==> config.mk <==
export PLATFORM = sky130hd
export DESIGN_NAME = vaq_sqrt_cell
export DESIGN_NICKNAME = d
export VERILOG_FILES = /design/src/hw/rtl/vertex_angle_three_points_unit_defines.svh /design/src/hw/rtl/vaq_pkg.sv /design/src/hw/rtl/vaq_sqrt_cell.sv
export SDC_FILE = /design/constraint.sdc
export NUM_CORES = 1
export LEC_CHECK = 0
export BUFFER_PORTS_ARGS = -buffer_cell sky130_fd_sc_hd__buf_2
export CORE_MARGIN = 1
export CORE_UTILIZATION = 45
export CTS_CLUSTER_SIZE = 25
export DETAILED_ROUTE_END_ITERATION = 8
export PLACE_DENSITY = 0.78
export SYNTH_ARGS = -nofsm -noshare
export SYNTH_HDL_FRONTEND = slang
export SYNTH_SLANG_ARGS = --single-unit
export TNS_END_PERCENT = 20
==> constraint.sdc <==
create_clock -name clock -period 7.1 [get_ports clock]
set_clock_uncertainty 0.1 [all_clocks]
set_input_delay 0.355 -clock clock [delete_from_list [all_inputs] [get_ports clock]]
set_output_delay 0.355 -clock clock [all_outputs]
set_load 0.005 [all_outputs]
==> src/hw/rtl/vertex_angle_three_points_unit_defines.svh <==
// Assertion macros shared by the vertex angle RTL.
// Included by files that carry concurrent assertions; no other dependencies.
`ifndef VERTEX_ANGLE_THREE_POINTS_UNIT_DEFINES_SVH
`define VERTEX_ANGLE_THREE_POINTS_UNIT_DEFINES_SVH

// The consequent must hold in the same cycle as the antecedent.
`define VAQ_ASSERT_IMPLY(name, clk, rst, ante, cons) \
   name: assert property (@(posedge clk) disable iff (rst) (ante) |-> (cons)) \
      else $error("vaq: implication check failed");

// The consequent must hold in the cycle after the antecedent.
`define VAQ_ASSERT_NEXT(name, clk, rst, ante, cons) \
   name: assert property (@(posedge clk) disable iff (rst) (ante) |=> (cons)) \
      else $error("vaq: next-cycle check failed");

`endif

==> src/hw/rtl/vaq_pkg.sv <==
// Package for the vertex angle unit: request, response and control types,
// fixed-point constants and the CORDIC arctangent table. No dependencies.
`timescale 1ns / 1ps
`default_nettype none
package vaq_pkg;

   localparam int COORD_BITS = 20;
   localparam int DIFF_W     = COORD_BITS + 1;
   localparam int NORM_W     = 16;
   localparam int XY_W       = 20;
   localparam int Z_W        = 20;
   localparam int CORDIC_N   = 16;

   localparam logic [20:0] NORM_LIMIT      = 21'd32768;
   localparam logic [16:0] ONE_Q16         = 17'd65536;
   localparam logic signed [Z_W-1:0] HALF_PI_Q16 = 20'sd102944;
   localparam logic [21:0] DEG_PER_RAD_Q16 = 22'd3754939;
   localparam logic [15:0] ANGLE_MAX       = 16'd46080;

   typedef struct packed {
      logic signed [COORD_BITS-1:0] first_x;
      logic signed [COORD_BITS-1:0] first_y;
      logic signed [COORD_BITS-1:0] first_z;
      logic signed [COORD_BITS-1:0] vertex_x;
      logic signed [COORD_BITS-1:0] vertex_y;
      logic signed [COORD_BITS-1:0] vertex_z;
      logic signed [COORD_BITS-1:0] second_x;
      logic signed [COORD_BITS-1:0] second_y;
      logic signed [COORD_BITS-1:0] second_z;
   } req_type;

   typedef struct packed {
      logic [15:0] angle_degrees;
      logic        degenerate_error;
   } rsp_type;

   typedef struct packed {
      logic valid;
      logic degen;
   } ctl_type;

   function automatic logic signed [Z_W-1:0] atan_q16(input int step);
      logic signed [Z_W-1:0] v;
      unique case (step)
         0:  v = 20'sd51472;
         1:  v = 20'sd30386;
         2:  v = 20'sd16055;
         3:  v = 20'sd8150;
         4:  v = 20'sd4091;
         5:  v = 20'sd2047;
         6:  v = 20'sd1024;
         7:  v = 20'sd512;
         8:  v = 20'sd256;
         9:  v = 20'sd128;
         10: v = 20'sd64;
         11: v = 20'sd32;
         12: v = 20'sd16;
         13: v = 20'sd8;
         14: v = 20'sd4;
         15: v = 20'sd2;
         default: v = '0;
      endcase
      return v;
   endfunction

endpackage
`default_nettype wire

==> src/hw/rtl/vaq_sqrt_cell.sv <==
// One cell of the pipelined integer square root: resolves one root bit.
// Depends on vaq_pkg for the control struct.
`timescale 1ns / 1ps
`default_nettype none
module vaq_sqrt_cell
   import vaq_pkg::*;
#(
   parameter int W      = 64,
   parameter int STEP   = 31,
   parameter int SIDE_W = 1
) (
   input  wire logic              clock,
   input  wire logic              reset,
   input  wire ctl_type           prev_ctl,
   input  wire logic [W-1:0]      prev_rem,
   input  wire logic [W-1:0]      prev_res,
   input  wire logic [SIDE_W-1:0] prev_side,
   output ctl_type                ctl_ff,
   output logic [W-1:0]           rem_ff,
   output logic [W-1:0]           res_ff,
   output logic [SIDE_W-1:0]      side_ff
);

   localparam logic [W-1:0] BIT = {{(W-1){1'b0}}, 1'b1} << (2 * STEP);

   logic [W:0]   trial;
   logic         take;
   logic [W-1:0] rem_in;
   logic [W-1:0] res_in;

   always_comb begin
      trial  = {1'b0, prev_res} + {1'b0, BIT};
      take   = ({1'b0, prev_rem} >= trial);
      rem_in = take ? (prev_rem - trial[W-1:0]) : prev_rem;
      res_in = take ? ((prev_res >> 1) + BIT) : (prev_res >> 1);
   end

   always_ff @(posedge clock) begin
      if (reset) begin
         ctl_ff <= '0;
      end else begin
         ctl_ff <= prev_ctl;
      end
      rem_ff  <= rem_in;
      res_ff  <= res_in;
      side_ff <= prev_side;
   end

endmodule
`default_nettype wire

Word-level counts from Yosys, hierarchy flattened
Cells that the tools add are included.

Word-level logic and storage cells: 12. Input bits: 133. Flip-flop bits (word level): 131.

Add/sub/neg operators: 3. Magnitude comparators: 1. Mux-type cells: 2.

Operators with widths (number): $add 64x63->65 const B (1); $ge 64x65->1 (1); $add 63x63->64 const B (1); $mux 64 (1); $sub 64x64->64 (1); $mux 63 (1).

Logic depth before layout (Yosys ltp)
Depth in word-level cells: 3. Depth in mapped cells: 14. Gate-level depth less buffers: 12.

Least setup slack after synthesis
OpenSTA, ideal clock, no wires.

Kind: in2reg. From: in prev_res[1]. To: reg rem_ff[44]. Setup slack: 3.950 ns. Stages on the path: 12. Data required time: 6.879 ns. Buffers on the path: 2. Arrival time: 2.929 ns. Cell sequence: inv_1 > ha_1 > nor2b_1 > o31a_1 > o31a_1 > o311a_1 > nor4_4 > nor4_2 > or2_1 > buf_6 > buf_6 > mux2_4.

Word-level cells in the longest chain between the ends: 3.

Ends and longest elaborated chain: from (decl) (RTL line vaq_sqrt_cell.sv:16) `input wire logic [W-1:0] prev_res,`; $add 64x63->65 (*) (RTL line vaq_sqrt_cell.sv:32) `trial = {1'b0, prev_res} + {1'b0, BIT};`; $sub 64x64->64 or $ge 64x65->1 (tied branches) (RTL line vaq_sqrt_cell.sv:34, vaq_sqrt_cell.sv:33); $mux 64 (*) (RTL line vaq_sqrt_cell.sv:34) `rem_in = take ? (prev_rem - trial[W-1:0]) : prev_rem;`; via rem_in[44] (RTL line vaq_sqrt_cell.sv:28) `logic [W-1:0] rem_in;`; to (signal assigned) (RTL line vaq_sqrt_cell.sv:44) `rem_ff <= rem_in;`; to (decl) (RTL line vaq_sqrt_cell.sv:19) `output logic [W-1:0] rem_ff,`.

The timed path passes the listed nets; every way through them passes the cells marked *. A chain may end at the register's enable or synchronous reset.

Final worst setup path
From: in prev_res[38]. To: reg rem_ff[63].

The elaborated chain is that of the path after synthesis.

==> run metrics <==
hpwl dp approximately 17,000 um; Post-DP Area just under 9000 sq um; Via density 5.28; GRT Total Usage a little over a quarter; setup TNS 0 ns; slowest CP cell nor2_4; number of global-route vias before repair slightly above 7k; FILL cells 1,387; Worst path max stage delay a little under 0.8 ns; Post-DRT Antenna Nets 0; post-synthesis sequential area ratio roughly a third; Hold Vio Cnt, Final 0; crit-path max FO 64; CP Launch Type input pin; CORE AREA about 16,000 sq um; routability cong. 0.906; final core utilization roughly 63%; via count roughly 7.7k; die height 131 um; Worst setup EP type flip-flop; synth cell count leaders dfxtp_1, nand2_1, o21ai_0; Arr. time, crit path a little under 5 ns; Power Density 240 nW/um^2; CTS clk-pin slew, worst paths ~0.060 ns; CTS Buf Count 17; clock buffer depth 2; DRC viols 0; Max Fclk 216 MHz; Worst VDD drop roughly 0.00017 V; CTS root buf clkbuf_16; YS warnings 0; crit path cell chain dlygate4sd3_1, buf_2, inv_1, ha_1, a21oi_1, o211ai_1, a21oi_1, o221ai_1, o21ai_0, nor4_2, nor2_4, buf_4, a2111oi_0, nor3_1; Seq cells post-synth ~130; EDFF count, synth 0; Total Power approximately 2.4 mW; Starting Density a little under half; Max-cap violations 0; wire per inst approximately 15 um; Req. time, crit path ~7.4 ns; gr ovfl total 0; pre-CTS setup slack approximately 2.6 ns; Post-Syn Nets around 1.1k; Synth Cell Area 7430 sq um; post-route cell area a little over 10,000 sq um; Yosys top cell by area dfxtp_1; IO buf count ~260; die width ~130 um; Placed Cells 1,367; share of layout cells above drive strength 1 ~25%; Worst Max-Slew Pin Slew 0.960 ns; Leak 5.04 nW; Die ar. 17,000 sq um; first-pass GRT wire length around 35,000 um; routed wire length 22,500 um; Worst Hold Class input pin to flip-flop; ys flop type dfxtp_1; DR pass1 iterations 5; cells after synthesis between 900 and 1k; layout overhead on the synthesized area 36.7%; most used cell, CP a21oi_1; Mapped Avg Cell Area roughly 8 sq um; I/O pin count 264; kind of critical path input pin to flip-flop; number of antenna violations at the first check in global routing 0; row count 46; largest net degree at the start of global routing 65; post-synth cell types 59; CP bufs+invs 4; Initial DRC Count about 490; Synth area leaders dfxtp_1, ha_1, o21ai_0; area share of the largest cell type after synthesis about a third; # setup viols final 0; hold slack just over 0.04 ns; top cell family by delay on the critical path compound AO/OA/AOI/OAI gates; CTS sink count about 130; Slew Limit Fails 0; CTS tree done; Async SR Flop Fraction 0%; number of antenna diodes 0; Finished Layout Cells between 1k and 1.5k; slew margin rel. between 30% and 40%; Final min period approximately 4.6 ns; final net count roughly 1.4k; H-tree levels 4; top-count cell post-synth dfxtp_1; PnR worst setup slack around 2.5 ns; unrepaired setup endpoints after global routing false; Setup Fix Bufs, Post-CTS 0; fin crit share roughly two thirds; status finished clean
-- power breakdown --
part | internal [mW] | switching (mW) | leakage, nW | total (mW)
clock network | 0.605 | 0.337 | 0.309 | 0.941
logic | 0.285 | 0.361 | 3.62 | 0.646
registers | 0.826 | 0.0215 | 1.10 | 0.847
total | 1.72 | 0.719 | 5.04 | 2.43
-- what timing repair did --
item                                   in CTS  in global routing
gates resized for setup                     0                  0
hold buffers                               64                  0
endpoints found under the hold margin      65                  0
-- state kept, by name, summed over array words and instances, names as in the netlist --
name	count
rem_ff	64
res_ff	64
ctl_ff	2
side_ff	1
-- path summary, 6_finish.rpt --
check	from	end	slack, ns	cells past startpoint
worst min-delay path	prev_ctl[1]	ctl_ff[1]	0.04	2
worst max-delay path	prev_res[38]	rem_ff[63]	2.46	14
-- layout by cell type (no fill, tap or decap), drive strengths merged, types with 9 or more instances in the layout --
cell           n
a21oi         81
o21bai        12
inv           86
xnor2         32
dlygate4sd3   64
a21o          25
nor2          53
ha            65
nand4         19
o31ai         10
dfxtp        131
buf          264
nand2        107
xor2          23
nor2b         10
nand3         15
a211oi         9
clkbuf        19
o21ai         98
o21a           9
-- routing by layer --
layer / GRT usage [%] / wire, um / vias to the layer above
met3: 5.50 / 1450 / 36
met1: 32.3 / 9730 / 3543
met5: 0 / 0 / -
li1: - / - / 3866
met2: 44.7 / 11000 / 280
met4: 8.92 / 383 / 0
-- kinds of logic after synthesis --
group	synth area share, %
XOR/XNOR	6.48
adder cells (fa/ha/maj)	11.2
flip-flops	35.3
AO/OA/AOI/OAI	23.9
AND/OR/NAND/NOR	16.2
buffers and inverters	6.30
multiplexers	0.555
-- final cells by class --
class / count / area (sq um) / area share (%)
Sequential cell: 131 / 2620 / 25.8
Tap cell: 216 / 270 / 2.66
Inverter: 85 / 319 / 3.14
Clock buffer: 19 / 453 / 4.46
Timing Repair Buffer: 328 / 1960 / 19.3
Multi-Input combinational cell: 671 / 4350 / 42.8
Clock inverter: 13 / 181 / 1.79
No activity file was read; power rests on OpenSTA's default activity.
