===== src/hw/rtl/vertex_angle_three_points_unit_defines.svh =====
// Assertion macros shared by the vertex angle RTL.
// Included by files that carry concurrent assertions; no other dependencies.
`ifndef VERTEX_ANGLE_THREE_POINTS_UNIT_DEFINES_SVH
`define VERTEX_ANGLE_THREE_POINTS_UNIT_DEFINES_SVH

// The consequent must hold in the same cycle as the antecedent.
`define VAQ_ASSERT_IMPLY(name, clk, rst, ante, cons) \
   name: assert property (@(posedge clk) disable iff (rst) (ante) |-> (cons)) \
      else $error("vaq: implication check failed");

// The consequent must hold in the cycle after the antecedent.
`define VAQ_ASSERT_NEXT(name, clk, rst, ante, cons) \
   name: assert property (@(posedge clk) disable iff (rst) (ante) |=> (cons)) \
      else $error("vaq: next-cycle check failed");

`endif


===== src/hw/rtl/vaq_pkg.sv =====
// Package for the vertex angle unit: request, response and control types,
// fixed-point constants and the CORDIC arctangent table. No dependencies.
`timescale 1ns / 1ps
`default_nettype none
package vaq_pkg;

   localparam int COORD_BITS = 20;
   localparam int DIFF_W     = COORD_BITS + 1;
   localparam int NORM_W     = 16;
   localparam int XY_W       = 20;
   localparam int Z_W        = 20;
   localparam int CORDIC_N   = 16;

   localparam logic [20:0] NORM_LIMIT      = 21'd32768;
   localparam logic [16:0] ONE_Q16         = 17'd65536;
   localparam logic signed [Z_W-1:0] HALF_PI_Q16 = 20'sd102944;
   localparam logic [21:0] DEG_PER_RAD_Q16 = 22'd3754939;
   localparam logic [15:0] ANGLE_MAX       = 16'd46080;

   typedef struct packed {
      logic signed [COORD_BITS-1:0] first_x;
      logic signed [COORD_BITS-1:0] first_y;
      logic signed [COORD_BITS-1:0] first_z;
      logic signed [COORD_BITS-1:0] vertex_x;
      logic signed [COORD_BITS-1:0] vertex_y;
      logic signed [COORD_BITS-1:0] vertex_z;
      logic signed [COORD_BITS-1:0] second_x;
      logic signed [COORD_BITS-1:0] second_y;
      logic signed [COORD_BITS-1:0] second_z;
   } req_type;

   typedef struct packed {
      logic [15:0] angle_degrees;
      logic        degenerate_error;
   } rsp_type;

   typedef struct packed {
      logic valid;
      logic degen;
   } ctl_type;

   function automatic logic signed [Z_W-1:0] atan_q16(input int step);
      logic signed [Z_W-1:0] v;
      unique case (step)
         0:  v = 20'sd51472;
         1:  v = 20'sd30386;
         2:  v = 20'sd16055;
         3:  v = 20'sd8150;
         4:  v = 20'sd4091;
         5:  v = 20'sd2047;
         6:  v = 20'sd1024;
         7:  v = 20'sd512;
         8:  v = 20'sd256;
         9:  v = 20'sd128;
         10: v = 20'sd64;
         11: v = 20'sd32;
         12: v = 20'sd16;
         13: v = 20'sd8;
         14: v = 20'sd4;
         15: v = 20'sd2;
         default: v = '0;
      endcase
      return v;
   endfunction

endpackage
`default_nettype wire


===== src/hw/rtl/vaq_div_cell.sv =====
// One cell of the pipelined restoring divider: resolves one quotient bit.
// Depends on vaq_pkg for the control struct.
`timescale 1ns / 1ps
`default_nettype none
module vaq_div_cell
   import vaq_pkg::*;
#(
   parameter int DW     = 50,
   parameter int VW     = 32,
   parameter int QW     = 17,
   parameter int STEP   = 16,
   parameter int SIDE_W = 1
) (
   input  wire logic              clock,
   input  wire logic              reset,
   input  wire ctl_type           prev_ctl,
   input  wire logic [DW-1:0]     prev_rem,
   input  wire logic [VW-1:0]     prev_div,
   input  wire logic [QW-1:0]     prev_q,
   input  wire logic [SIDE_W-1:0] prev_side,
   output ctl_type                ctl_ff,
   output logic [DW-1:0]          rem_ff,
   output logic [VW-1:0]          div_ff,
   output logic [QW-1:0]          q_ff,
   output logic [SIDE_W-1:0]      side_ff
);

   localparam logic [QW-1:0] QBIT = {{(QW-1){1'b0}}, 1'b1} << STEP;

   logic [DW-1:0] shifted;
   logic          take;
   logic [DW-1:0] rem_in;
   logic [QW-1:0] q_in;

   always_comb begin
      shifted = {{(DW-VW){1'b0}}, prev_div} << STEP;
      take    = (prev_rem >= shifted);
      rem_in  = take ? (prev_rem - shifted) : prev_rem;
      q_in    = take ? (prev_q | QBIT) : prev_q;
   end

   always_ff @(posedge clock) begin
      if (reset) begin
         ctl_ff <= '0;
      end else begin
         ctl_ff <= prev_ctl;
      end
      rem_ff  <= rem_in;
      div_ff  <= prev_div;
      q_ff    <= q_in;
      side_ff <= prev_side;
   end

endmodule
`default_nettype wire


===== config.mk =====
export PLATFORM = sky130hd
export DESIGN_NAME = vaq_div_cell
export DESIGN_NICKNAME = d
export VERILOG_FILES = /design/src/hw/rtl/vertex_angle_three_points_unit_defines.svh /design/src/hw/rtl/vaq_pkg.sv /design/src/hw/rtl/vaq_div_cell.sv
export SDC_FILE = /design/constraint.sdc
export NUM_CORES = 1
export LEC_CHECK = 0
export BUFFER_PORTS_ARGS = -buffer_cell sky130_fd_sc_hd__clkbuf_2
export CELL_PAD_IN_SITES_DETAIL_PLACEMENT = 0
export CELL_PAD_IN_SITES_GLOBAL_PLACEMENT = 1
export CORE_UTILIZATION = 33
export CTS_BUF_LIST = sky130_fd_sc_hd__clkbuf_16
export DETAILED_ROUTE_END_ITERATION = 8
export PLACE_DENSITY = 0.8
export SYNTH_ARGS = -nofsm -noshare
export SYNTH_HDL_FRONTEND = slang
export SYNTH_SLANG_ARGS = --single-unit

===== constraint.sdc =====
create_clock -name clock -period 2.9 [get_ports clock]
set_clock_uncertainty 0.05 [all_clocks]
set_input_delay 0 -clock clock [delete_from_list [all_inputs] [get_ports clock]]
set_output_delay 0 -clock clock [all_outputs]
set_load 0.01 [all_outputs]

After elaboration in Yosys (flattened, before gate mapping)
Index checks and enable logic that the tools add are counted.
{"block": "classes", "addsub": 1, "order_cmp": 1, "mux": 1}
{"op": "$ge A50 B48 Y1", "n": 1}
{"op": "$mux W50", "n": 1}
{"op": "$sub A50 B48 Y50", "n": 1}
{"block": "totals", "register_bits": 102, "input_bits": 104, "output_inout_bits": 102, "elab_cells": 10}

Logic depth before layout (Yosys ltp)
{"block": "logic_depth", "ltp_word": 2, "ltp_mapped": 14, "ltp_nobuf": 12}

Least setup slack after synthesis
Ideal clock, no wire load.
{"block": "synth_timing", "path_type": "input to register", "startpoint": "input port prev_rem[16]", "endpoint": "register rem_ff[35]", "setup_ns": 0.121, "arrival_ns": 2.452, "t_required_ns": 2.729, "slack_ns": 0.277, "cell_stages": 12, "n_path_buf": 1, "cell_sequence": "inv_1 -> ha_1 -> inv_1 -> fa_1 -> a21oi_1 -> o221ai_1 -> a41o_1 -> o31ai_2 -> o221ai_1 -> or2_2 -> clkbuf_1 -> mux2_2"}
{"block": "synth_between", "elab_chain_len": 2, "elab_cells_between_ends": 3, "cone_classes": "1 x add/sub; 1 x order compare; 1 x mux"}
{"element": "start, declared", "line": "vaq_div_cell.sv:17", "text": "input wire logic [DW-1:0] prev_rem,"}
{"element": "$sub A50 B48 Y50 / $ge A50 B48 Y1 (equally long branches)", "line": "vaq_div_cell.sv:38, vaq_div_cell.sv:37"}
{"element": "$mux W50 (*)", "line": "vaq_div_cell.sv:38", "text": "rem_in = take ? (prev_rem - shifted) : prev_rem;"}
{"element": "named net rem_in[35]", "line": "vaq_div_cell.sv:32", "text": "logic [DW-1:0] rem_in;"}
{"element": "end signal, assigned", "line": "vaq_div_cell.sv:48", "text": "rem_ff <= rem_in;"}
{"element": "end, declared", "line": "vaq_div_cell.sv:22", "text": "output logic [DW-1:0] rem_ff,"}
Mark *: on every way through the listed nets, which the timed path passes. The rest lies on a longest branch.
A chain may end at the register's enable or synchronous reset.

Worst setup path in the final report
{"block": "layout_timing", "startpoint": "input port prev_div[6]", "endpoint": "register rem_ff[41]"}
{"block": "layout_between", "elab_chain_len": 2, "elab_cells_between_ends": 3, "cone_classes": "1 x add/sub; 1 x order compare; 1 x mux"}
{"element": "start, declared", "line": "vaq_div_cell.sv:18", "text": "input wire logic [VW-1:0] prev_div,"}
{"element": "$sub A50 B48 Y50 / $ge A50 B48 Y1 (equally long branches)", "line": "vaq_div_cell.sv:38, vaq_div_cell.sv:37"}
{"element": "$mux W50 (*)", "line": "vaq_div_cell.sv:38"}
{"element": "named net rem_in[41]", "line": "vaq_div_cell.sv:32"}
Marks and branches as above.

==> results.cfg <==
[pwr]
power.internal_mw = 2.65
switchingPower_mw = 1.14
switching_share_pct = 30.0
comb_power_share_pct = 26.9
power_frac_seq_pct = 42.3
power_leakage_nw = 3.47
ir_drop_v = 0.000374
power.density_nw_per_um2 = 524
clkPwrFrac_pct = 30.9

[yosys]
yosysSeqAreaShare_pct = 46.3
synth_edf_count = 0
ys_async_sr_fraction_pct = 0
avgSynthCellArea_um2 = 9.17
ys_ff_latch = 102
synth_fp_nets = 618
syn-cell-area_um2 = 4410
synth_flop_cell = dfxtp_1
yosysWarningCount = 0
synth_cells = 481
synth.distinct_cells = 56

[route]
wl_per_cell_um = 13.5
drt_wl_total_um = 13300
vias_per_cell = 4.67
antenna_left = 0
vias = 4597
post-route-drc-count = 0
drt-initial-drc-count = 135
first_pass_iters = 4

[die]
die_h_um = 118
die_width_um = 118
num_rows = 41
start_util_pct = 34.4
coreArea_um2 = 12800
die-area_um2 = 13800
io_pins = 206

[clock_tree]
cts_tree = done
numCtsBuffers = 9
cts_max_path_buffers = 2
cts_max_level = 3
path_clk_slew_ns = 0.07
cts-root-buf = clkbuf_16
clock-sinks = 102

[min_path]
hold_depth = 3
hold_class = in2reg

[sta]
whs_ns = 0.0807
rsz0062_at_grt = true
final_hold_viol_count = 0
worst_slack_ns = 0.0958
finalCritPeriodShare_pct = 96.7
setup_viol = 0
worst_pin_slew_ns = 0.508
max_freq_ghz = 0.357
min_period_ns = 2.80
maxSlewViolCount = 0
slew_headroom_pct = 65.8
fin_setup_tns_ns = 0

[final_layout]
nets = 944
diodes = 0
layout-drive-gt1-share_pct = 32.6
final_common_cell = clkbuf_2
syn2layout_area_growth_pct = 63.7
final_cell_mix = 205 x clkbuf_2, 104 x dlygate4sd3_1, 102 x dfxtp_1
multiInputGateArea_um2 = 2300
fillCellCount = 1132
seqCellArea_um2 = 2040

[place]
gp_congestion = 0.848
place.port_buffers = 205
hpwl_um = 9580
dp_slack_ns = 0.0404

[worst_setup_path]
end_kind = register
required_ns = 3.13
cp_max_fo = 4
worstSetupPathType = in2reg
start_kind = primary input
arrival_ns = 3.04

[flow_run]
max_cap_viol_count = 0

[grt]
grt_pass1_vias = 4716
grt_pass1_wl_um = 21300
antenna_found_initial = 0
grt_overflow_total = 0
grt_max_degree = 25
grt_use_total_pct = 18.9

[outcome]
run_status = completed
[metal layers]
| layer | vias to the layer above | GRT usage [%] | share of wire (%) | routed length (µm) |
|---|---|---|---|---|
| met3 | 19 | 4.55 | 4.7 | 622 |
| met5 | - | 0 | 0 | 0 |
| met1 | 2109 | 21.9 | 43 | 5730 |
| met2 | 142 | 34.0 | 50 | 6670 |
| met4 | 0 | 5.85 | 1.8 | 240 |
| li1 | 2327 | - | - | - |
[critical path, stage by stage]
cell	delay (ns)
dlygate4sd3_1	0.53
clkbuf_2	0.11
inv_1	0.06
ha_4	0.28
buf_6	0.11
a21oi_2	0.06
o211ai_1	0.22
o32ai_2	0.13
buf_4	0.16
o41a_1	0.39
o31ai_4	0.35
buf_4	0.17
buf_4	0.11
a21oi_1	0.07
xor2_1	0.17
o21ai_1	0.11
[state kept, by name, indices dropped and copies added, names as in the netlist]
signal   count
div_ff      32
side_ff      1
q_ff        17
rem_ff      50
ctl_ff       2
[power by group through the flow]
| stage | registers, mW | logic [mW] | clock network, mW |
|---|---|---|---|
| after floorplan | 1.71 | 0.412 | 0 |
| after global placement | 1.63 | 0.844 | 0 |
| after detailed placement | 1.63 | 0.852 | 0 |
| after CTS | 1.60 | 0.965 | 1.20 |
| after global routing | 1.62 | 1.12 | 1.27 |
| final | 1.60 | 1.02 | 1.17 |
[synth_stat cells, types with 4 or more instances]
| cell | n | area, µm² |
|---|---|---|
| nand2_1 | 50 | 188 |
| o211ai_1 | 4 | 30.0 |
| nor2_1 | 24 | 90.1 |
| nor3_1 | 6 | 30.0 |
| a211oi_1 | 5 | 37.5 |
| xor2_1 | 9 | 78.8 |
| nor4_1 | 5 | 31.3 |
| o21ai_0 | 37 | 185 |
| a21o_1 | 10 | 75.1 |
| a21oi_1 | 38 | 190 |
| or3_1 | 4 | 25.0 |
| clkbuf_1 | 7 | 26.3 |
| nand3_1 | 6 | 30.0 |
| ha_1 | 32 | 400 |
| inv_1 | 48 | 180 |
| o21bai_1 | 9 | 67.6 |
| and2_1 | 5 | 31.3 |
| buf_2 | 4 | 20.0 |
| xnor2_1 | 15 | 131 |
| dfxtp_1 | 102 | 2040 |
| o31ai_1 | 5 | 37.5 |
[logic make-up after synthesis]
kind of cell / Yosys count / synth area share [%]
buffers and inverters: 59 / 5.13
adder cells (fa/ha/maj): 33 / 9.53
AO/OA/AOI/OAI: 140 / 20.8
AND/OR/NAND/NOR: 121 / 13.0
flip-flops: 102 / 46.3
XOR/XNOR: 24 / 4.76
multiplexers: 2 / 0.510
[through the flow]
step           std cells  power (mW)  utilization [%]  cell area, µm²
2_1_floorplan        481        2.12                -            4410
3_3_place_gp         861        2.48             44.6            5720
3_5_place_dp         861        2.48             44.6            5720
4_1_cts              978        3.77             54.7            7020
5_1_grt              984        4.00             56.3            7220
6_report             984        3.79             56.3            7220
[cell type report]
class                      count  share of cell area [%]
clock buffer                   9                    3.12
clock inverter                 7                   0.901
inverter                      48                    2.49
multi-input combinational    320                    31.8
sequential                   102                    28.3
tap                          172                    2.98
timing repair buffer         326                    30.4
[path summary, 6_finish.rpt]
path	startpoint	slack, ns	end
worst max-delay path	prev_div[6]	0.1	rem_ff[41]
worst min-delay path	prev_rem[17]	0.08	rem_ff[17]
[repair_timing]
item / in CTS / in global routing
hold buffers: 101 / 3
hold endpoints to repair: 102 / 2
setup endpoints to repair: 0 / 30
buffers inserted: 0 / 4
resized for setup: 0 / 23
Note: power is estimated with default switching activity, not from simulation.
