File: config.mk
export PLATFORM = sky130hd
export DESIGN_NAME = vaq_cordic_cell
export DESIGN_NICKNAME = d
export VERILOG_FILES = /design/src/hw/rtl/vertex_angle_three_points_unit_defines.svh /design/src/hw/rtl/vaq_pkg.sv /design/src/hw/rtl/vaq_cordic_cell.sv
export SDC_FILE = /design/constraint.sdc
export NUM_CORES = 1
export LEC_CHECK = 0
export ABC_AREA = 0
export CELL_PAD_IN_SITES_DETAIL_PLACEMENT = 0
export CELL_PAD_IN_SITES_GLOBAL_PLACEMENT = 1
export CORE_UTILIZATION = 47
export DETAILED_ROUTE_END_ITERATION = 7
export DONT_BUFFER_PORTS = 1
export GPL_TIMING_DRIVEN = 0
export PLACE_DENSITY = 0.8
export SYNTH_ARGS = -nofsm -noshare
export SYNTH_HDL_FRONTEND = slang
export SYNTH_SLANG_ARGS = --single-unit
File: constraint.sdc
create_clock -name clock -period 3.7 [get_ports clock]
set_input_delay 0.74 -clock clock [delete_from_list [all_inputs] [get_ports clock]]
set_output_delay 0.74 -clock clock [all_outputs]
set_load 0.02 [all_outputs]
File: src/hw/rtl/vertex_angle_three_points_unit_defines.svh
// Assertion macros shared by the vertex angle RTL.
// Included by files that carry concurrent assertions; no other dependencies.
`ifndef VERTEX_ANGLE_THREE_POINTS_UNIT_DEFINES_SVH
`define VERTEX_ANGLE_THREE_POINTS_UNIT_DEFINES_SVH

// The consequent must hold in the same cycle as the antecedent.
`define VAQ_ASSERT_IMPLY(name, clk, rst, ante, cons) \
   name: assert property (@(posedge clk) disable iff (rst) (ante) |-> (cons)) \
      else $error("vaq: implication check failed");

// The consequent must hold in the cycle after the antecedent.
`define VAQ_ASSERT_NEXT(name, clk, rst, ante, cons) \
   name: assert property (@(posedge clk) disable iff (rst) (ante) |=> (cons)) \
      else $error("vaq: next-cycle check failed");

`endif

File: src/hw/rtl/vaq_pkg.sv
// Package for the vertex angle unit: request, response and control types,
// fixed-point constants and the CORDIC arctangent table. No dependencies.
`timescale 1ns / 1ps
`default_nettype none
package vaq_pkg;

   localparam int COORD_BITS = 20;
   localparam int DIFF_W     = COORD_BITS + 1;
   localparam int NORM_W     = 16;
   localparam int XY_W       = 20;
   localparam int Z_W        = 20;
   localparam int CORDIC_N   = 16;

   localparam logic [20:0] NORM_LIMIT      = 21'd32768;
   localparam logic [16:0] ONE_Q16         = 17'd65536;
   localparam logic signed [Z_W-1:0] HALF_PI_Q16 = 20'sd102944;
   localparam logic [21:0] DEG_PER_RAD_Q16 = 22'd3754939;
   localparam logic [15:0] ANGLE_MAX       = 16'd46080;

   typedef struct packed {
      logic signed [COORD_BITS-1:0] first_x;
      logic signed [COORD_BITS-1:0] first_y;
      logic signed [COORD_BITS-1:0] first_z;
      logic signed [COORD_BITS-1:0] vertex_x;
      logic signed [COORD_BITS-1:0] vertex_y;
      logic signed [COORD_BITS-1:0] vertex_z;
      logic signed [COORD_BITS-1:0] second_x;
      logic signed [COORD_BITS-1:0] second_y;
      logic signed [COORD_BITS-1:0] second_z;
   } req_type;

   typedef struct packed {
      logic [15:0] angle_degrees;
      logic        degenerate_error;
   } rsp_type;

   typedef struct packed {
      logic valid;
      logic degen;
   } ctl_type;

   function automatic logic signed [Z_W-1:0] atan_q16(input int step);
      logic signed [Z_W-1:0] v;
      unique case (step)
         0:  v = 20'sd51472;
         1:  v = 20'sd30386;
         2:  v = 20'sd16055;
         3:  v = 20'sd8150;
         4:  v = 20'sd4091;
         5:  v = 20'sd2047;
         6:  v = 20'sd1024;
         7:  v = 20'sd512;
         8:  v = 20'sd256;
         9:  v = 20'sd128;
         10: v = 20'sd64;
         11: v = 20'sd32;
         12: v = 20'sd16;
         13: v = 20'sd8;
         14: v = 20'sd4;
         15: v = 20'sd2;
         default: v = '0;
      endcase
      return v;
   endfunction

endpackage
`default_nettype wire

File: src/hw/rtl/vaq_cordic_cell.sv
// One vectoring CORDIC rotation cell with a fixed shift and angle.
// Depends on vaq_pkg for widths, the control struct and the atan table.
`timescale 1ns / 1ps
`default_nettype none
module vaq_cordic_cell
   import vaq_pkg::*;
#(
   parameter int STEP = 0
) (
   input  wire logic                   clock,
   input  wire logic                   reset,
   input  wire ctl_type                prev_ctl,
   input  wire logic signed [XY_W-1:0] prev_x,
   input  wire logic signed [XY_W-1:0] prev_y,
   input  wire logic signed [Z_W-1:0]  prev_z,
   output ctl_type                     ctl_ff,
   output logic signed [XY_W-1:0]      x_ff,
   output logic signed [XY_W-1:0]      y_ff,
   output logic signed [Z_W-1:0]       z_ff
);

   localparam logic signed [Z_W-1:0] ANGLE = atan_q16(STEP);

   logic signed [XY_W-1:0] xs;
   logic signed [XY_W-1:0] ys;
   logic signed [XY_W-1:0] x_in;
   logic signed [XY_W-1:0] y_in;
   logic signed [Z_W-1:0]  z_in;

   always_comb begin
      xs = prev_x >>> STEP;
      ys = prev_y >>> STEP;
      if (!prev_y[XY_W-1]) begin
         x_in = prev_x + ys;
         y_in = prev_y - xs;
         z_in = prev_z + ANGLE;
      end else begin
         x_in = prev_x - ys;
         y_in = prev_y + xs;
         z_in = prev_z - ANGLE;
      end
   end

   always_ff @(posedge clock) begin
      if (reset) begin
         ctl_ff <= '0;
      end else begin
         ctl_ff <= prev_ctl;
      end
      x_ff <= x_in;
      y_ff <= y_in;
      z_ff <= z_in;
   end

endmodule
`default_nettype wire

# Word level (Yosys, flattened, before mapping)
# Index checks and enable logic that the tools add are counted.
# totals
register_bits	62
input_bits	64
output_inout_bits	62
word_cells	13
# op_classes
addsub	5
muxes	3
# op_table
op	n
$mux W20	3
$sub A20 B20 Y20	2
$add A20 B17 Y20 const B	1
$add A20 B20 Y20	1
$sub A20 B17 Y20 const B	1

# Depth between registers and ports, before layout
# Gate-level depths: netlist (run 1).
# depth
word_depth	2
ltp_mapped	11
depth_no_buf	11

# Least setup slack after synthesis (run 1)
# OpenSTA, ideal clock, no wires.
# synth_timing
kind	input to register
start	input port prev_y[19]
end	register z_ff[18]
setup_time_ns	0.072
t_arrival_ns	2.804
t_required_ns	3.628
slack_ns	0.825
stages	11
n_path_buf	1
cell_sequence	clkinv_1 clkbuf_1 fa_1 inv_1 a21oi_1 o21bai_1 a21oi_1 o21ai_0 a2111oi_0 o21bai_1 xor2_1
# synth_between
elab_chain_len	1
# synth_rtl
item	line_no	rtl
from (decl)	vaq_cordic_cell.sv:14	input wire logic signed [XY_W-1:0] prev_y,
$mux W20	vaq_cordic_cell.sv:33	if (!prev_y[XY_W-1]) begin
via z_in[18]	vaq_cordic_cell.sv:28	logic signed [Z_W-1:0] z_in;
to (signal assigned)	vaq_cordic_cell.sv:52	z_ff <= z_in;
to (decl)	vaq_cordic_cell.sv:19	output logic signed [Z_W-1:0] z_ff
# The timed path passes the listed nets, and every way through them passes these cells.
# A chain may end at the register's enable or synchronous reset.

# Worst setup path in the final report (run 1)
# Same ends and word-level chain as after synthesis.

==> impl_metrics.py, run 1 <==
metrics = {
    "run_status": {
        "status": "finished, final reports clean",
    },
    "logic_synthesis": {
        "synth_edf_count": 0,
        "async_flop_share_pct": 0,
        "syn_area_per_cell_um2": 8.22,
        "synth_seq_cells": 61,
        "ys_types": 66,
        "synth_seq_area_share_pct": 25.6,
        "synth_top_flop_cell": "dfxtp_1",
        "synth_nets": 719,
        "yosysWarningCount": 0,
        "syn_inst": 580,
        "syn_area_um2": 4770,
    },
    "timing": {
        "slew_viol_final": 0,
        "fin_crit_sh_pct": 88.3,
        "tns_ns": 0,
        "min_period_ns": 3.27,
        "relSlewSlack_pct": 40.7,
        "setup_viol": 0,
        "worst_pin_slew_ns": 0.889,
        "clock.fmax_mhz": 306,
        "fin_ws_ns": 0.432,
        "rsz0062_at_grt": "no",
        "finalHoldViolCount": 0,
    },
    "critical_path": {
        "crit_arrival_ns": 3.50,
        "worstPathRequired_ns": 3.94,
        "path_cells": "clkinv_1 > clkbuf_1 > fa_1 > inv_1 > a21oi_1 > o21bai_1 > a21oi_1 > o21ai_0 > a2111oi_0 > o21bai_1 > xor2_1",
        "cp.buffers_inverters": 3,
        "max_stage_delay_ns": 0.70,
        "end_kind": "flop",
        "worstSetupPathType": "in2reg",
        "crit_family": "compound AO/OA/AOI/OAI gates",
        "cp-start-kind": "input port",
        "crit_slowest_cell": "clkbuf_1",
        "crit_fanout": 14,
    },
    "detailed_routing": {
        "firstDrtPassIters": 5,
        "viasPerCell": 5.57,
        "ant_nets": 0,
        "vias": 4054,
        "wl_per_cell_um": 16.8,
        "drc_errors": 0,
        "routed_wl_um": 12200,
        "drt_iter0_markers": 199,
    },
    "power": {
        "combPwrFrac_pct": 26.8,
        "p_sw_mw": 0.860,
        "p_leak_nw": 2.38,
        "p_per_area_nw_per_um2": 439,
        "vdd_ir_drop_max_mv": 0.191,
        "seqPwrFrac_pct": 45.8,
        "netSwitchingFraction_pct": 38.2,
        "internal_power_mw": 1.39,
        "finalPower_mw": 2.25,
        "power_frac_clock_pct": 27.4,
    },
    "cts": {
        "cts_setup_buffers": 0,
        "clkSinkCount": 61,
        "cts-root-buf": "clkbuf_8",
        "clockBufferDepth": 2,
        "ctsHtreeMaxLevel": 3,
        "cts_resized": 0,
        "cts_tree": "done",
        "path_clk_slew_ns": 0.07,
        "cts_buffers": 9,
        "ctsHoldBuffers": 0,
    },
    "final_layout": {
        "final_cell_mix": "ha_1 (71), dfxtp_1 (61), inv_1 (59)",
        "finalNonFillerCells": 728,
        "final_util_pct": 52.3,
        "nNetsFinal": 730,
        "multi_input_area_um2": 3220,
        "antenna_cells": 0,
        "mostFrequentLayoutCell": "ha_1",
        "drive_gt1_share_pct": 6.89,
        "fillers": 978,
        "syn_to_final_growth_pct": 7.66,
        "seq_area_um2": 1220,
    },
    "global_routing": {
        "grt_usage_pct": 24.0,
        "grt_antenna_before_repair": 0,
        "grt_pass1_vias": 3782,
        "grt_max_degree": 15,
        "grt.overflow.total": 0,
        "grt_pass1_wl_um": 19300,
    },
    "placement": {
        "io_buffers": 0,
        "dp_hpwl_um": 9670,
        "dp_cells": 713,
        "place_ws_ns": 0.0501,
        "finalWeightedCongestion": 0.879,
    },
    "flow_run": {
        "maxCapViolCount": 0,
    },
    "die": {
        "row_count": 36,
        "ios": 126,
        "dieArea_um2": 10500,
        "core_um2": 9820,
        "start_util_pct": 48.5,
        "die_x_um": 103,
        "dieHeight_um": 103,
    },
    "hold_path": {
        "hp-class": "in2reg",
    },
}
==> metal layers <==
layer	GRT usage, %	vias to the layer above	wire length [um]
li1	-	1994	-
met1	32.3	1874	5570
met2	38.1	173	5520
met3	5.02	13	1020
met4	7.91	0	135
met5	0	-	0
==> power groups by stage <==
stage               clock, mW  sequential [mW]  combinational (mW)
floorplan                   0             1.03               0.474
global placement            0             1.05               0.592
detailed placement          0             1.05               0.596
CTS                     0.634             1.04               0.600
global route            0.661             1.05               0.678
finish                  0.617             1.03               0.604
==> through the flow <==
stage | hold WS (ns) | cell area (um2)
2_1_floorplan | 0.768 | 4770
3_3_place_gp | 0.768 | 4930
3_5_place_dp | 0.768 | 4930
4_1_cts | 0.392 | 5130
5_1_grt | 0.394 | 5130
6_report | 0.412 | 5130
==> final cells by class <==
type,instances,area share [%]
multi-input cells,436,62.7
flip-flops and latches,61,23.8
inverters,62,4.53
well taps,133,3.24
clock buffers,11,2.95
plain buffers,21,1.90
clock inverters,4,0.926
==> Yosys cell counts, drive strengths merged (3+ instances only) <==
library cell	count	area, um2
o21bai	11	82.6
a211oi	7	57.6
dfxtp	61	1220
a21oi	57	289
nor3b	3	27.5
nand2b	10	62.6
nor2	53	201
a31oi	3	18.8
o31ai	6	45.0
fa	4	80.1
mux2i	5	50.1
nor3	7	40.0
a21o	13	97.6
nor2b	13	81.3
o21ai	38	190
ha	71	888
or3	3	18.8
clkbuf	7	26.3
xor2	11	96.3
nand3	6	30.0
o211ai	4	30.0
nand2	31	119
inv	61	229
buf	14	71.3
xnor2	40	350
a221oi	3	32.5
==> final timing paths <==
| kind | cells after the start | start | slack [ns] | to |
|---|---|---|---|---|
| setup / recovery | 11 | prev_y[19] | 0.43 | z_ff[18] |
| hold / removal | 0 | prev_z[2] | 0.41 | z_ff[2] |
==> sequential cells by signal, indices dropped and copies added (netlist names) <==
register,cells
x_ff,19
ctl_ff,2
z_ff,20
y_ff,20
==> logic make-up (layout without fill, tap and decap cells) <==
kind of cell	Yosys count	count (layout)	share of synthesized area, %
xor gates and xnor gates	51	51	9.37
buffers and inverters	83	98	6.93
DFF	61	61	25.6
adders and majority gates	75	75	20.3
and+or+nand+nor	137	137	14.1
muxes	5	5	1.05
AOI/OAI and AO/OA	168	168	22.6
(Power assumes the default switching activity.)
==> run 2: changes to the inputs <==
- CORE_UTILIZATION: 47 -> 43
- PLACE_DENSITY: 0.8 -> 0.77
- clock period: 3.7 -> 2.8 ns (I/O delays scaled with it)
==> run 2 against run 1 <==
Net effect:
- the flow now finishes with violations (design-rule violations)
- via count about the same
- routed wire length is 0.55% higher
- combinational power increased by 34%
- non-clock buffer count stayed put
- sequential cell count unchanged
- count of clock-buffer cells in the layout up 1
- critical path depth stayed put
- first-iteration DRC count up 42%
- critical path type unchanged
- critical endpoint unchanged
==> impl_metrics.py, run 2 (synthesized netlist as in run 1, its figures left out) <==
metrics = {
    "hold_path": {
        "min_path_cells": 0,
        "hp-start": "prev_z[2]",
        "min_to": "z_ff[2]",
        "hp-class": "in2reg",
    },
    "timing": {
        "relSlewSlack_pct": 53.0,
        "finalHoldViolCount": 0,
        "clock.fmax_mhz": 371,
        "min_period_ns": 2.70,
        "setup_viol": 0,
        "slew_viol_final": 0,
        "worst_pin_slew_ns": 0.696,
        "rsz0062_at_grt": "no",
        "fin_crit_sh_pct": 96.3,
    },
    "die": {
        "dieArea_um2": 11500,
        "core_um2": 10800,
        "die_x_um": 107,
        "dieHeight_um": 107,
        "ios": 126,
        "row_count": 38,
        "start_util_pct": 44.0,
    },
    "final_layout": {
        "nNetsFinal": 730,
        "mostFrequentLayoutCell": "ha_1",
        "final_area_um2": 5130,
        "final_cell_mix": "ha_1 (71), dfxtp_1 (61), inv_1 (59)",
        "syn_to_final_growth_pct": 7.66,
        "drive_gt1_share_pct": 6.57,
        "fillers": 1094,
        "antenna_cells": 0,
        "reg_top3": "y_ff (20), z_ff (20), x_ff (19)",
    },
    "critical_path": {
        "path_cells": "clkinv_1 > buf_4 > fa_1 > inv_1 > a21oi_1 > o21bai_1 > a21oi_1 > o21ai_1 > a2111oi_0 > o21bai_1 > xor2_1",
        "max_stage_delay_ns": 0.47,
        "worstSetupPathType": "in2reg",
        "crit_arrival_ns": 2.97,
        "crit_family": "compound AO/OA/AOI/OAI gates",
        "crit_slowest_cell": "fa_1",
        "end_kind": "flop",
        "cp.buffers_inverters": 3,
        "worstPathRequired_ns": 3.07,
        "crit_fanout": 14,
        "cp-start-kind": "input port",
    },
    "global_routing": {
        "grt_antenna_before_repair": 0,
        "grt.overflow.total": 0,
        "grt_pass1_vias": 3907,
        "grt_max_degree": 15,
        "grt_usage_pct": 21.9,
        "grt_pass1_wl_um": 19500,
    },
    "cts": {
        "cts_buffers": 9,
        "cts-root-buf": "clkbuf_8",
        "cts_tree": "done",
        "clkSinkCount": 61,
        "ctsHtreeMaxLevel": 3,
        "clockBufferDepth": 2,
        "ctsHoldBuffers": 0,
        "path_clk_slew_ns": 0.06,
    },
    "flow_run": {
        "maxCapViolCount": 0,
    },
    "detailed_routing": {
        "firstDrtPassIters": 7,
        "vias": 4056,
        "drt_iter0_markers": 282,
        "viasPerCell": 5.53,
        "ant_nets": 0,
        "drc_errors": 1,
        "wl_per_cell_um": 16.8,
        "routed_wl_um": 12300,
    },
    "placement": {
        "finalWeightedCongestion": 0.893,
        "dp_hpwl_um": 9710,
        "io_buffers": 0,
        "place_area_um2": 4940,
    },
    "power": {
        "vdd_ir_drop_max_mv": 0.371,
        "finalPower_mw": 2.94,
        "p_per_area_nw_per_um2": 572,
        "p_leak_nw": 2.37,
    },
    "run_status": {
        "violations": "design-rule violations",
        "status": "finished, violations left",
    },
}
run 2: routing by layer:
layer / wire, um / share of wire, % / vias up / GRT usage (%)
met3: 862 / 7.0 / 14 / 6.36
met1: 5660 / 46 / 1906 / 28.1
met5: 0 / 0 / - / 0
li1: - / - / 1989 / -
met4: 172 / 1.4 / 0 / 5.87
met2: 5610 / 46 / 147 / 35.7
run 2: area by class of cell:
class	instances	area [um2]	share of cell area (%)
inverters	62	233	4.53
plain buffers	21	101	1.97
clock buffers	12	145	2.83
well taps	140	175	3.41
multi-input cells	436	3220	62.8
flip-flops and latches	61	1220	23.8
clock inverters	2	35.0	0.683
run 2: per-stage QoR:
stage               TNS [ns]  worst slack (ns)  utilization, %  hold WS [ns]  std cells
finish                     0             0.103            47.3         0.234        734
floorplan                  0             0.105               -         0.588        580
CTS                        0            0.0701            47.3         0.221        734
global route               0          0.000304            47.3         0.210        734
detailed placement     -5.21            -0.668            45.6         0.588        720
global placement       -4.66            -0.586            45.6         0.588        720
run 2: worst max-delay path by stage:
| stage | from | endpoint | slack [ns] | depth (start not counted) |
|---|---|---|---|---|
| after floorplan | prev_y[19] | z_ff[18] | 0.10 | 11 |
| after global placement | prev_y[19] | z_ff[18] | -0.59 | 11 |
| after detailed placement | prev_y[19] | z_ff[18] | -0.67 | 11 |
| after CTS | prev_y[19] | z_ff[18] | 0.07 | 11 |
| after global routing | prev_y[19] | z_ff[18] | 0.0003 | 11 |
| final | prev_y[19] | z_ff[18] | 0.10 | 11 |
run 2: what timing repair did:
item                       in CTS  in global routing
buffers inserted                0                  0
pin swaps                       0                  1
setup endpoints to repair       5                  6
gates resized for setup         3                  2
run 2: report_power, final:
group / internal (mW) / switching [mW]
sequential: 1.06 / 0.306
combinational: 0.336 / 0.473
clock: 0.425 / 0.340
